===== src/hdl/multi_channel_pulse_power_meter_assert.svh =====
// ----------------------------------------------------------------------------
// Pulse power meter assertion macros
// Shorthand for the clocked, reset-qualified property checks of the meter.
// ----------------------------------------------------------------------------
`ifndef MULTI_CHANNEL_PULSE_POWER_METER_ASSERT_SVH
`define MULTI_CHANNEL_PULSE_POWER_METER_ASSERT_SVH

// Same-cycle implication, checked only while out of reset.
`define MCPPM_ASSERT_IMP(lbl, ante, cons, msg) \
    lbl: assert property (@(posedge aclk) disable iff (!aresetn) (ante) |-> (cons)) \
        else $error(msg);

// Next-cycle implication, checked only while out of reset.
`define MCPPM_ASSERT_NXT(lbl, ante, cons, msg) \
    lbl: assert property (@(posedge aclk) disable iff (!aresetn) (ante) |=> (cons)) \
        else $error(msg);

`endif


===== src/hdl/mcppm_pkg.sv =====
// ----------------------------------------------------------------------------
// Pulse power meter package
// Shared widths, constants, state encoding and status types of the meter.
// ----------------------------------------------------------------------------
package mcppm_pkg;

    // Field widths.
    localparam int CH_W     = 3;
    localparam int TIME_W   = 32;
    localparam int COUNT_W  = 32;
    localparam int RATE_W   = 32;
    localparam int SCALE_W  = 16;

    // Dividend of the rate division: scale times 1e8 fits in 43 bits.
    localparam int NUM_W    = 43;
    localparam int UNIT_W   = 27;
    localparam logic [UNIT_W-1:0] RATE_UNIT = 27'd100000000;

    // Divider step counter.
    localparam int STEP_CNT_W = $clog2(NUM_W + 1);

    // Result payload: count, period_valid, period, rate, saturated, padding.
    localparam int OUT_BITS    = COUNT_W + 1 + TIME_W + RATE_W + 1;
    localparam int OUT_TDATA_W = ((OUT_BITS + 7) / 8) * 8;
    localparam int OUT_PAD_W   = OUT_TDATA_W - OUT_BITS;

    // Per-channel memory word: pulse count and last edge time.
    localparam int WORD_W = COUNT_W + TIME_W;

    // Control sequence of one edge.
    typedef enum logic [2:0] {
        ST_IDLE,
        ST_READ,
        ST_CALC,
        ST_DIV,
        ST_OUT
    } state_t;

    // Divider status toward the controller.
    typedef struct packed {
        logic busy;
        logic done;
    } div_stat_t;

endpackage


===== src/hdl/mcppm_state_mem.sv =====
// ----------------------------------------------------------------------------
// Pulse power meter channel state memory
// One word per channel (count, last time) with a registered read port and
// per-entry seen bits; an entry never written reads as zero and not seen.
// ----------------------------------------------------------------------------
module mcppm_state_mem #(
    parameter int CHANNELS = 6,
    parameter int IDX_W    = 3
) (
    input  logic                          aclk,
    input  logic                          aresetn,
    input  logic                          rd_en,
    input  logic [IDX_W-1:0]              rd_addr,
    output logic [mcppm_pkg::COUNT_W-1:0] rd_count,
    output logic [mcppm_pkg::TIME_W-1:0]  rd_time,
    output logic                          rd_seen,
    input  logic                          wr_en,
    input  logic [IDX_W-1:0]              wr_addr,
    input  logic [mcppm_pkg::COUNT_W-1:0] wr_count,
    input  logic [mcppm_pkg::TIME_W-1:0]  wr_time
);

    logic [mcppm_pkg::WORD_W-1:0] store_reg [CHANNELS];
    logic [CHANNELS-1:0]          seen_reg;
    logic [mcppm_pkg::WORD_W-1:0] rd_word_reg;
    logic                         rd_seen_reg;

    // Memory write port.
    always_ff @(posedge aclk) begin
        if (wr_en) begin
            store_reg[wr_addr] <= {wr_time, wr_count};
        end
    end

    // Registered read port.
    always_ff @(posedge aclk) begin
        if (rd_en) begin
            rd_word_reg <= store_reg[rd_addr];
        end
    end

    // Seen bits, cleared at reset; the read copy follows the word read.
    always_ff @(posedge aclk) begin
        if (!aresetn) begin
            seen_reg    <= '0;
            rd_seen_reg <= 1'b0;
        end else begin
            if (wr_en) begin
                seen_reg[wr_addr] <= 1'b1;
            end
            if (rd_en) begin
                rd_seen_reg <= seen_reg[rd_addr];
            end
        end
    end

    // An entry not yet written reads as its reset value of zero.
    assign rd_seen  = rd_seen_reg;
    assign rd_count = rd_seen_reg ? rd_word_reg[mcppm_pkg::COUNT_W-1:0] : '0;
    assign rd_time  = rd_seen_reg ? rd_word_reg[mcppm_pkg::WORD_W-1:mcppm_pkg::COUNT_W] : '0;

endmodule


===== src/hdl/mcppm_divider.sv =====
// ----------------------------------------------------------------------------
// Pulse power meter divider
// Restoring radix-2 divider, one quotient bit per cycle, 43 by 32 bits.
// ----------------------------------------------------------------------------
module mcppm_divider (
    input  logic                          aclk,
    input  logic                          aresetn,
    input  logic                          start,
    input  logic [mcppm_pkg::NUM_W-1:0]   dividend,
    input  logic [mcppm_pkg::TIME_W-1:0]  divisor,
    output logic [mcppm_pkg::NUM_W-1:0]   quotient,
    output mcppm_pkg::div_stat_t          stat
);

    logic [mcppm_pkg::NUM_W-1:0]      quo_reg;
    logic [mcppm_pkg::TIME_W-1:0]     rem_reg;
    logic [mcppm_pkg::TIME_W-1:0]     div_reg;
    logic [mcppm_pkg::STEP_CNT_W-1:0] cnt_reg;
    logic                             busy_reg;
    logic                             done_reg;

    logic [mcppm_pkg::TIME_W:0]       partial;
    logic [mcppm_pkg::TIME_W:0]       diff;
    logic                             fits;
    logic [mcppm_pkg::TIME_W-1:0]     rem_next;

    // One trial subtraction of the shifted partial remainder.
    always_comb begin
        partial  = {rem_reg, quo_reg[mcppm_pkg::NUM_W-1]};
        diff     = partial - {1'b0, div_reg};
        fits     = (partial >= {1'b0, div_reg});
        rem_next = fits ? diff[mcppm_pkg::TIME_W-1:0] : partial[mcppm_pkg::TIME_W-1:0];
    end

    // Operand and quotient shift registers.
    always_ff @(posedge aclk) begin
        if (start) begin
            quo_reg <= dividend;
            rem_reg <= '0;
            div_reg <= divisor;
        end else if (busy_reg) begin
            quo_reg <= {quo_reg[mcppm_pkg::NUM_W-2:0], fits};
            rem_reg <= rem_next;
        end
    end

    // Step counter and status.
    always_ff @(posedge aclk) begin
        if (!aresetn) begin
            cnt_reg  <= '0;
            busy_reg <= 1'b0;
            done_reg <= 1'b0;
        end else begin
            done_reg <= 1'b0;
            if (start) begin
                cnt_reg  <= mcppm_pkg::STEP_CNT_W'(mcppm_pkg::NUM_W);
                busy_reg <= 1'b1;
            end else if (busy_reg) begin
                cnt_reg <= cnt_reg - 1'b1;
                if (cnt_reg == mcppm_pkg::STEP_CNT_W'(1)) begin
                    busy_reg <= 1'b0;
                    done_reg <= 1'b1;
                end
            end
        end
    end

    assign quotient  = quo_reg;
    assign stat.busy = busy_reg;
    assign stat.done = done_reg;

endmodule


===== src/hdl/multi_channel_pulse_power_meter.sv =====
// ----------------------------------------------------------------------------
// Multi-channel pulse power meter
// Counts edges per channel, measures the period since the previous edge and
// returns the rate energy_scale * 1e8 / period, saturated to 32 bits.
// ----------------------------------------------------------------------------
// Sequence: memory read, update, divider steps and result load when a division
//   runs; first edges and zero periods skip the divider steps.
// Throughput: one edge at a time; with a division the one-bit-per-cycle divider
//   sets the pace, and a stalled result side holds off further edges.
// Reset: aresetn clears all seen bits at once, so every count and time reads
//   as zero, sets energy_scale to 1 and empties the result register.
module multi_channel_pulse_power_meter #(
    parameter int CHANNELS = 6
) (
    input  logic                              aclk,
    input  logic                              aresetn,
    // Configuration: energy_scale.
    input  logic                              cfg_wr_en,
    input  logic [mcppm_pkg::SCALE_W-1:0]     cfg_wr_data,
    // Input edges.
    input  logic                              s_tvalid,
    output logic                              s_tready,
    input  logic [mcppm_pkg::TIME_W-1:0]      s_tdata,  // [31:0] timestamp_us
    input  logic [mcppm_pkg::CH_W-1:0]        s_tuser,  // [2:0] channel
    // Results.
    output logic                              m_tvalid,
    input  logic                              m_tready,
    // [31:0] pulse_count, [32] period_valid, [64:33] period_us,
    // [96:65] rate_centi, [97] rate_saturated, [103:98] zero
    output logic [mcppm_pkg::OUT_TDATA_W-1:0] m_tdata,
    output logic [mcppm_pkg::CH_W-1:0]        m_tuser   // [2:0] channel_out
);

    localparam int IDX_W = (CHANNELS > 1) ? $clog2(CHANNELS) : 1;

    mcppm_pkg::state_t state_reg;
    mcppm_pkg::state_t state_next;

    logic [mcppm_pkg::SCALE_W-1:0]     scale_reg;
    logic [IDX_W-1:0]                  idx_reg;
    logic [mcppm_pkg::CH_W-1:0]        ch_reg;
    logic [mcppm_pkg::TIME_W-1:0]      ts_reg;
    logic [mcppm_pkg::COUNT_W-1:0]     count_reg;
    logic [mcppm_pkg::TIME_W-1:0]      period_reg;
    logic                              seen_reg;
    logic [mcppm_pkg::NUM_W-1:0]       num_reg;
    logic [mcppm_pkg::RATE_W-1:0]      rate_reg;
    logic                              sat_reg;

    logic                              m_tvalid_reg;
    logic [mcppm_pkg::OUT_TDATA_W-1:0] m_tdata_reg;
    logic [mcppm_pkg::CH_W-1:0]        m_tuser_reg;

    logic                              in_xfer;
    logic                              ch_ok;
    logic                              rd_en;
    logic                              wr_en;
    logic                              div_start;
    logic                              out_load;

    logic [mcppm_pkg::COUNT_W-1:0]     rd_count;
    logic [mcppm_pkg::TIME_W-1:0]      rd_time;
    logic                              rd_seen;
    logic [mcppm_pkg::NUM_W-1:0]       quotient;
    mcppm_pkg::div_stat_t              div_stat;

    // Channel state memory.
    mcppm_state_mem #(
        .CHANNELS (CHANNELS),
        .IDX_W    (IDX_W)
    ) u_state_mem (
        .aclk     (aclk),
        .aresetn  (aresetn),
        .rd_en    (rd_en),
        .rd_addr  (IDX_W'(s_tuser)),
        .rd_count (rd_count),
        .rd_time  (rd_time),
        .rd_seen  (rd_seen),
        .wr_en    (wr_en),
        .wr_addr  (idx_reg),
        .wr_count (count_reg),
        .wr_time  (ts_reg)
    );

    // Rate divider.
    mcppm_divider u_divider (
        .aclk     (aclk),
        .aresetn  (aresetn),
        .start    (div_start),
        .dividend (num_reg),
        .divisor  (period_reg),
        .quotient (quotient),
        .stat     (div_stat)
    );

    // Handshake and control strobes.
    always_comb begin
        s_tready  = (state_reg == mcppm_pkg::ST_IDLE);
        in_xfer   = s_tvalid && s_tready;
        ch_ok     = ({29'd0, s_tuser} < 32'(CHANNELS));
        rd_en     = in_xfer && ch_ok;
        wr_en     = (state_reg == mcppm_pkg::ST_CALC);
        div_start = (state_reg == mcppm_pkg::ST_CALC) && seen_reg && (period_reg != '0);
        out_load  = (state_reg == mcppm_pkg::ST_OUT) && (!m_tvalid_reg || m_tready);
    end

    // Next-state logic.
    always_comb begin
        state_next = state_reg;
        case (state_reg)
            mcppm_pkg::ST_IDLE: begin
                if (rd_en) begin
                    state_next = mcppm_pkg::ST_READ;
                end
            end
            mcppm_pkg::ST_READ: begin
                state_next = mcppm_pkg::ST_CALC;
            end
            mcppm_pkg::ST_CALC: begin
                state_next = div_start ? mcppm_pkg::ST_DIV : mcppm_pkg::ST_OUT;
            end
            mcppm_pkg::ST_DIV: begin
                if (div_stat.done) begin
                    state_next = mcppm_pkg::ST_OUT;
                end
            end
            mcppm_pkg::ST_OUT: begin
                if (out_load) begin
                    state_next = mcppm_pkg::ST_IDLE;
                end
            end
            default: begin
                state_next = mcppm_pkg::ST_IDLE;
            end
        endcase
    end

    // Control registers.
    always_ff @(posedge aclk) begin
        if (!aresetn) begin
            state_reg    <= mcppm_pkg::ST_IDLE;
            scale_reg    <= mcppm_pkg::SCALE_W'(1);
            m_tvalid_reg <= 1'b0;
        end else begin
            state_reg <= state_next;
            if (cfg_wr_en) begin
                scale_reg <= cfg_wr_data;
            end
            if (out_load) begin
                m_tvalid_reg <= 1'b1;
            end else if (m_tready) begin
                m_tvalid_reg <= 1'b0;
            end
        end
    end

    // Edge datapath: capture, update, special cases and division result.
    always_ff @(posedge aclk) begin
        if (rd_en) begin
            idx_reg <= IDX_W'(s_tuser);
            ch_reg  <= s_tuser;
            ts_reg  <= s_tdata;
        end
        if (state_reg == mcppm_pkg::ST_READ) begin
            count_reg  <= rd_count + 1'b1;
            period_reg <= rd_seen ? (ts_reg - rd_time) : '0;
            seen_reg   <= rd_seen;
            num_reg    <= mcppm_pkg::NUM_W'(scale_reg) * mcppm_pkg::NUM_W'(mcppm_pkg::RATE_UNIT);
        end
        if (state_reg == mcppm_pkg::ST_CALC) begin
            if (!seen_reg) begin
                rate_reg <= '0;
                sat_reg  <= 1'b0;
            end else begin
                rate_reg <= '1;
                sat_reg  <= 1'b1;
            end
        end
        if ((state_reg == mcppm_pkg::ST_DIV) && div_stat.done) begin
            if (quotient[mcppm_pkg::NUM_W-1:mcppm_pkg::RATE_W] != '0) begin
                rate_reg <= '1;
                sat_reg  <= 1'b1;
            end else begin
                rate_reg <= quotient[mcppm_pkg::RATE_W-1:0];
                sat_reg  <= 1'b0;
            end
        end
    end

    // Result register.
    always_ff @(posedge aclk) begin
        if (out_load) begin
            m_tdata_reg <= {{mcppm_pkg::OUT_PAD_W{1'b0}}, sat_reg, rate_reg, period_reg,
                            seen_reg, count_reg};
            m_tuser_reg <= ch_reg;
        end
    end

    assign m_tvalid = m_tvalid_reg;
    assign m_tdata  = m_tdata_reg;
    assign m_tuser  = m_tuser_reg;

    `include "multi_channel_pulse_power_meter_assert.svh"

    // A first edge carries neither a period nor a rate.
    `MCPPM_ASSERT_IMP(a_first_edge_clean, m_tvalid && !m_tdata[32], m_tdata[97:33] == '0, "first edge result carries a period or rate")

    // The divider only runs while the controller waits for it.
    `MCPPM_ASSERT_IMP(a_div_owned, div_stat.busy || div_stat.done, state_reg == mcppm_pkg::ST_DIV, "divider active outside the divide state")

    // An in-range edge always starts a memory read sequence.
    `MCPPM_ASSERT_NXT(a_edge_reads, rd_en, state_reg == mcppm_pkg::ST_READ, "accepted edge did not start a read")

endmodule


===== config.mk =====
export PLATFORM = sky130hd
export DESIGN_NAME = multi_channel_pulse_power_meter
export DESIGN_NICKNAME = d
export VERILOG_FILES = /design/src/hdl/mcppm_pkg.sv /design/src/hdl/mcppm_state_mem.sv /design/src/hdl/mcppm_divider.sv /design/src/hdl/multi_channel_pulse_power_meter.sv
export VERILOG_INCLUDE_DIRS = /design/src /design/src/hdl
export SDC_FILE = /design/constraint.sdc
export NUM_CORES = 1
export LEC_CHECK = 0
export BUFFER_PORTS_ARGS = -buffer_cell sky130_fd_sc_hd__buf_2
export CAP_MARGIN = 20
export CORE_ASPECT_RATIO = 1.2
export CORE_MARGIN = 2
export CORE_UTILIZATION = 56
export CTS_CLUSTER_SIZE = 30
export DETAILED_ROUTE_END_ITERATION = 8
export PLACE_DENSITY = 0.83
export SLEW_MARGIN = 0
export SYNTH_ARGS = -nofsm -noshare
export SYNTH_HDL_FRONTEND = slang
export SYNTH_HIERARCHICAL = 1
export SYNTH_SLANG_ARGS = --single-unit

===== constraint.sdc =====
create_clock -name aclk -period 8.7 [get_ports aclk]
set_clock_uncertainty 0.15 [all_clocks]
set_input_delay 0 -clock aclk [delete_from_list [all_inputs] [get_ports aclk]]
set_output_delay 0 -clock aclk [all_outputs]
set_load 0.03 [all_outputs]

==> results.tsv <==
metric	value	unit
status	complete, no violations	
die_width	250	um
seqPwrFrac	0.415	
worstSetupEndpointType	flop	
die_area	0.0749	mm2
path_class	flop to flop	
crit_path_max_fanout	7	
cap_violations	0	
reg2reg_from	scale_reg[2]	
grt_overflow	0	
clk_path_buf_depth	3	
clk_latency	660	ps
p_clk_frac	0.314	
leakage	0.0175	uW
setup_violations	0	
dpl.hpwl	55100	um
grt_pass1_wl	137000	um
initial_core_util	0.565	
syn_avg_cell_area	14.2	um2
hold_path_end	state_reg[2]	
r2r-end	num_reg[36]	
drt-vias-per-instance	5.68	
wl_per_cell	20.7	um
cts_tree	done	
grt_pass1_vias	24900	
cpMaxStageDelayCell	fa_1	
fmax	163	MHz
rr_worst_depth	18	
critPathTopFamily	adder cells	
drive_above_1_share	0.142	
grtUsageTotal	0.234	
io_pins	165	
row_count	108	
combPwrFrac	0.271	
fin_crit_sh	0.704	
cts_buffers	81	
place_congestion	0.904	
path_buf_inv	4	
hold_depth	6	
worstMarginPinSlew	1110	ps
place_area	0.0424	mm2
crit_chain	fa_1, fa_1, inv_1, fa_1, inv_1, fa_1, fa_1, inv_1, fa_1, inv_1, ha_1, a21o_1, nor3_1, o21ai_0, o21ai_0, o31ai_1, a21oi_1, xnor2_1	
antenna_found_initial	0	
path_clk_slew	60	ps
port_buffers	158	
period_minus_slack	6130	ps
ys_warn_count	6	
final_area	0.0465	mm2
internal_power	8440	uW
nets	3528	
p_sw	3630	uW
critPathRequiredTime	8930	ps
r2r_slack	2570	ps
grt_max_degree	71	
sw_frac_of_total	0.301	
cts_num_sinks	859	
rsz0062_at_grt	no	
area_growth	14.2	%
core-area	0.0722	mm2
antenna-diode-count	0	
crit_top_cell	fa_1	
wirelength	86500	um
slew_headroom	0.259	
via_count	23800	
fin_tns_setup	0	ps
post-cts-setup-buffer-count	0	
slew_viol_final	0	
ir_worst_vdd	202	uV
fp.dieH	300	um
drc_errors	0	
power_density	259	mW/mm2
critical_path_arrival	6360	ps
slowest_delay	610	ps
hold_viol	0	
drt_iter0_markers	1670	
hp-start	m_tready	
min_path_type	input port to flop	
postRouteAntennaNets	0	
cp-start-kind	flop	
drt-pass1-iter-count	5	
synthCells	2878	
largest_reg_flops	384	
htree_num_levels	3	
syn_area	0.0407	mm2
cts_root_buffer	clkbuf_16	
-- tightest hold or removal path: stages --
cell	delay (ps)
dlygate4sd3_1	520
buf_2	100
nor2b_1	80
nand3_1	100
o21a_1	120
nor2_1	30
-- placed cells by master (no fill, tap or decap), types with 24 or more instances in the layout --
cell type	count
a211oi_1	24
a21o_1	32
a21oi_1	165
and2_1	72
buf_2	155
buf_4	28
clkbuf_16	83
dfxtp_1	66
dlygate4sd3_1	123
edfxtp_1	792
fa_1	107
ha_1	187
inv_1	250
mux2_2	44
mux2i_1	99
mux4_2	64
nand2_1	135
nand3_1	37
nor2_1	224
nor2b_1	26
nor3_1	27
o21ai_0	66
xnor2_1	66
xor2_1	37
-- power groups by stage --
stage	Sequential, uW	Combinational [uW]	Clock (uW)
floorplan	5050	2540	0
global placement	5090	3110	0
detailed placement	5100	3180	0
CTS	5010	3260	3830
global route	5040	3700	3990
finish	5010	3270	3790
-- per-stage QoR --
stage	hold WS (ps)	power [uW]	setup slack, ps	util	cells
floorplan	-51.1	7590	10.6	-	2891
global placement	26.1	8190	2780	0.588	3906
detailed placement	28.1	8280	2630	0.588	3906
CTS	164	12100	2620	0.645	4178
global route	268	12700	2200	0.645	4179
finish	198	12100	2570	0.645	4179
-- what timing repair did --
action,4_1_cts,5_1_grt
hold buffers,123,0
gates resized for setup,0,0
hold endpoints to repair,106,0
-- per-layer routing --
layer,track usage,share of wire,up-vias
met5,0,0,-
met4,0.0794,0.025,0
met3,0.0320,0.051,139
met2,0.412,0.52,734
met1,0.301,0.41,11800
li1,-,-,11100
-- worst max-delay path by stage --
stage / startpoint / endpoint / slack, ps / depth (start not counted)
after detailed placement: scale_reg[2] / num_reg[40] / 2630 / 18
after global routing: scale_reg[2] / num_reg[40] / 2200 / 18
after global placement: scale_reg[5] / num_reg[38] / 2780 / 20
after CTS: scale_reg[2] / num_reg[40] / 2620 / 18
after floorplan: state_reg[0] / count_reg[0] / 10 / 2
final: scale_reg[2] / num_reg[36] / 2570 / 18
-- cell type report --
cell class / count / area, um2
clock buffer: 103 / 2180
clock inverter: 46 / 676
fill: 5077 / 25600
inverter: 250 / 938
multi-input combinational: 1678 / 14200
sequential: 859 / 25100
tap: 935 / 1170
timing repair buffer: 308 / 2250
Power figures use the tool's default switching activity.
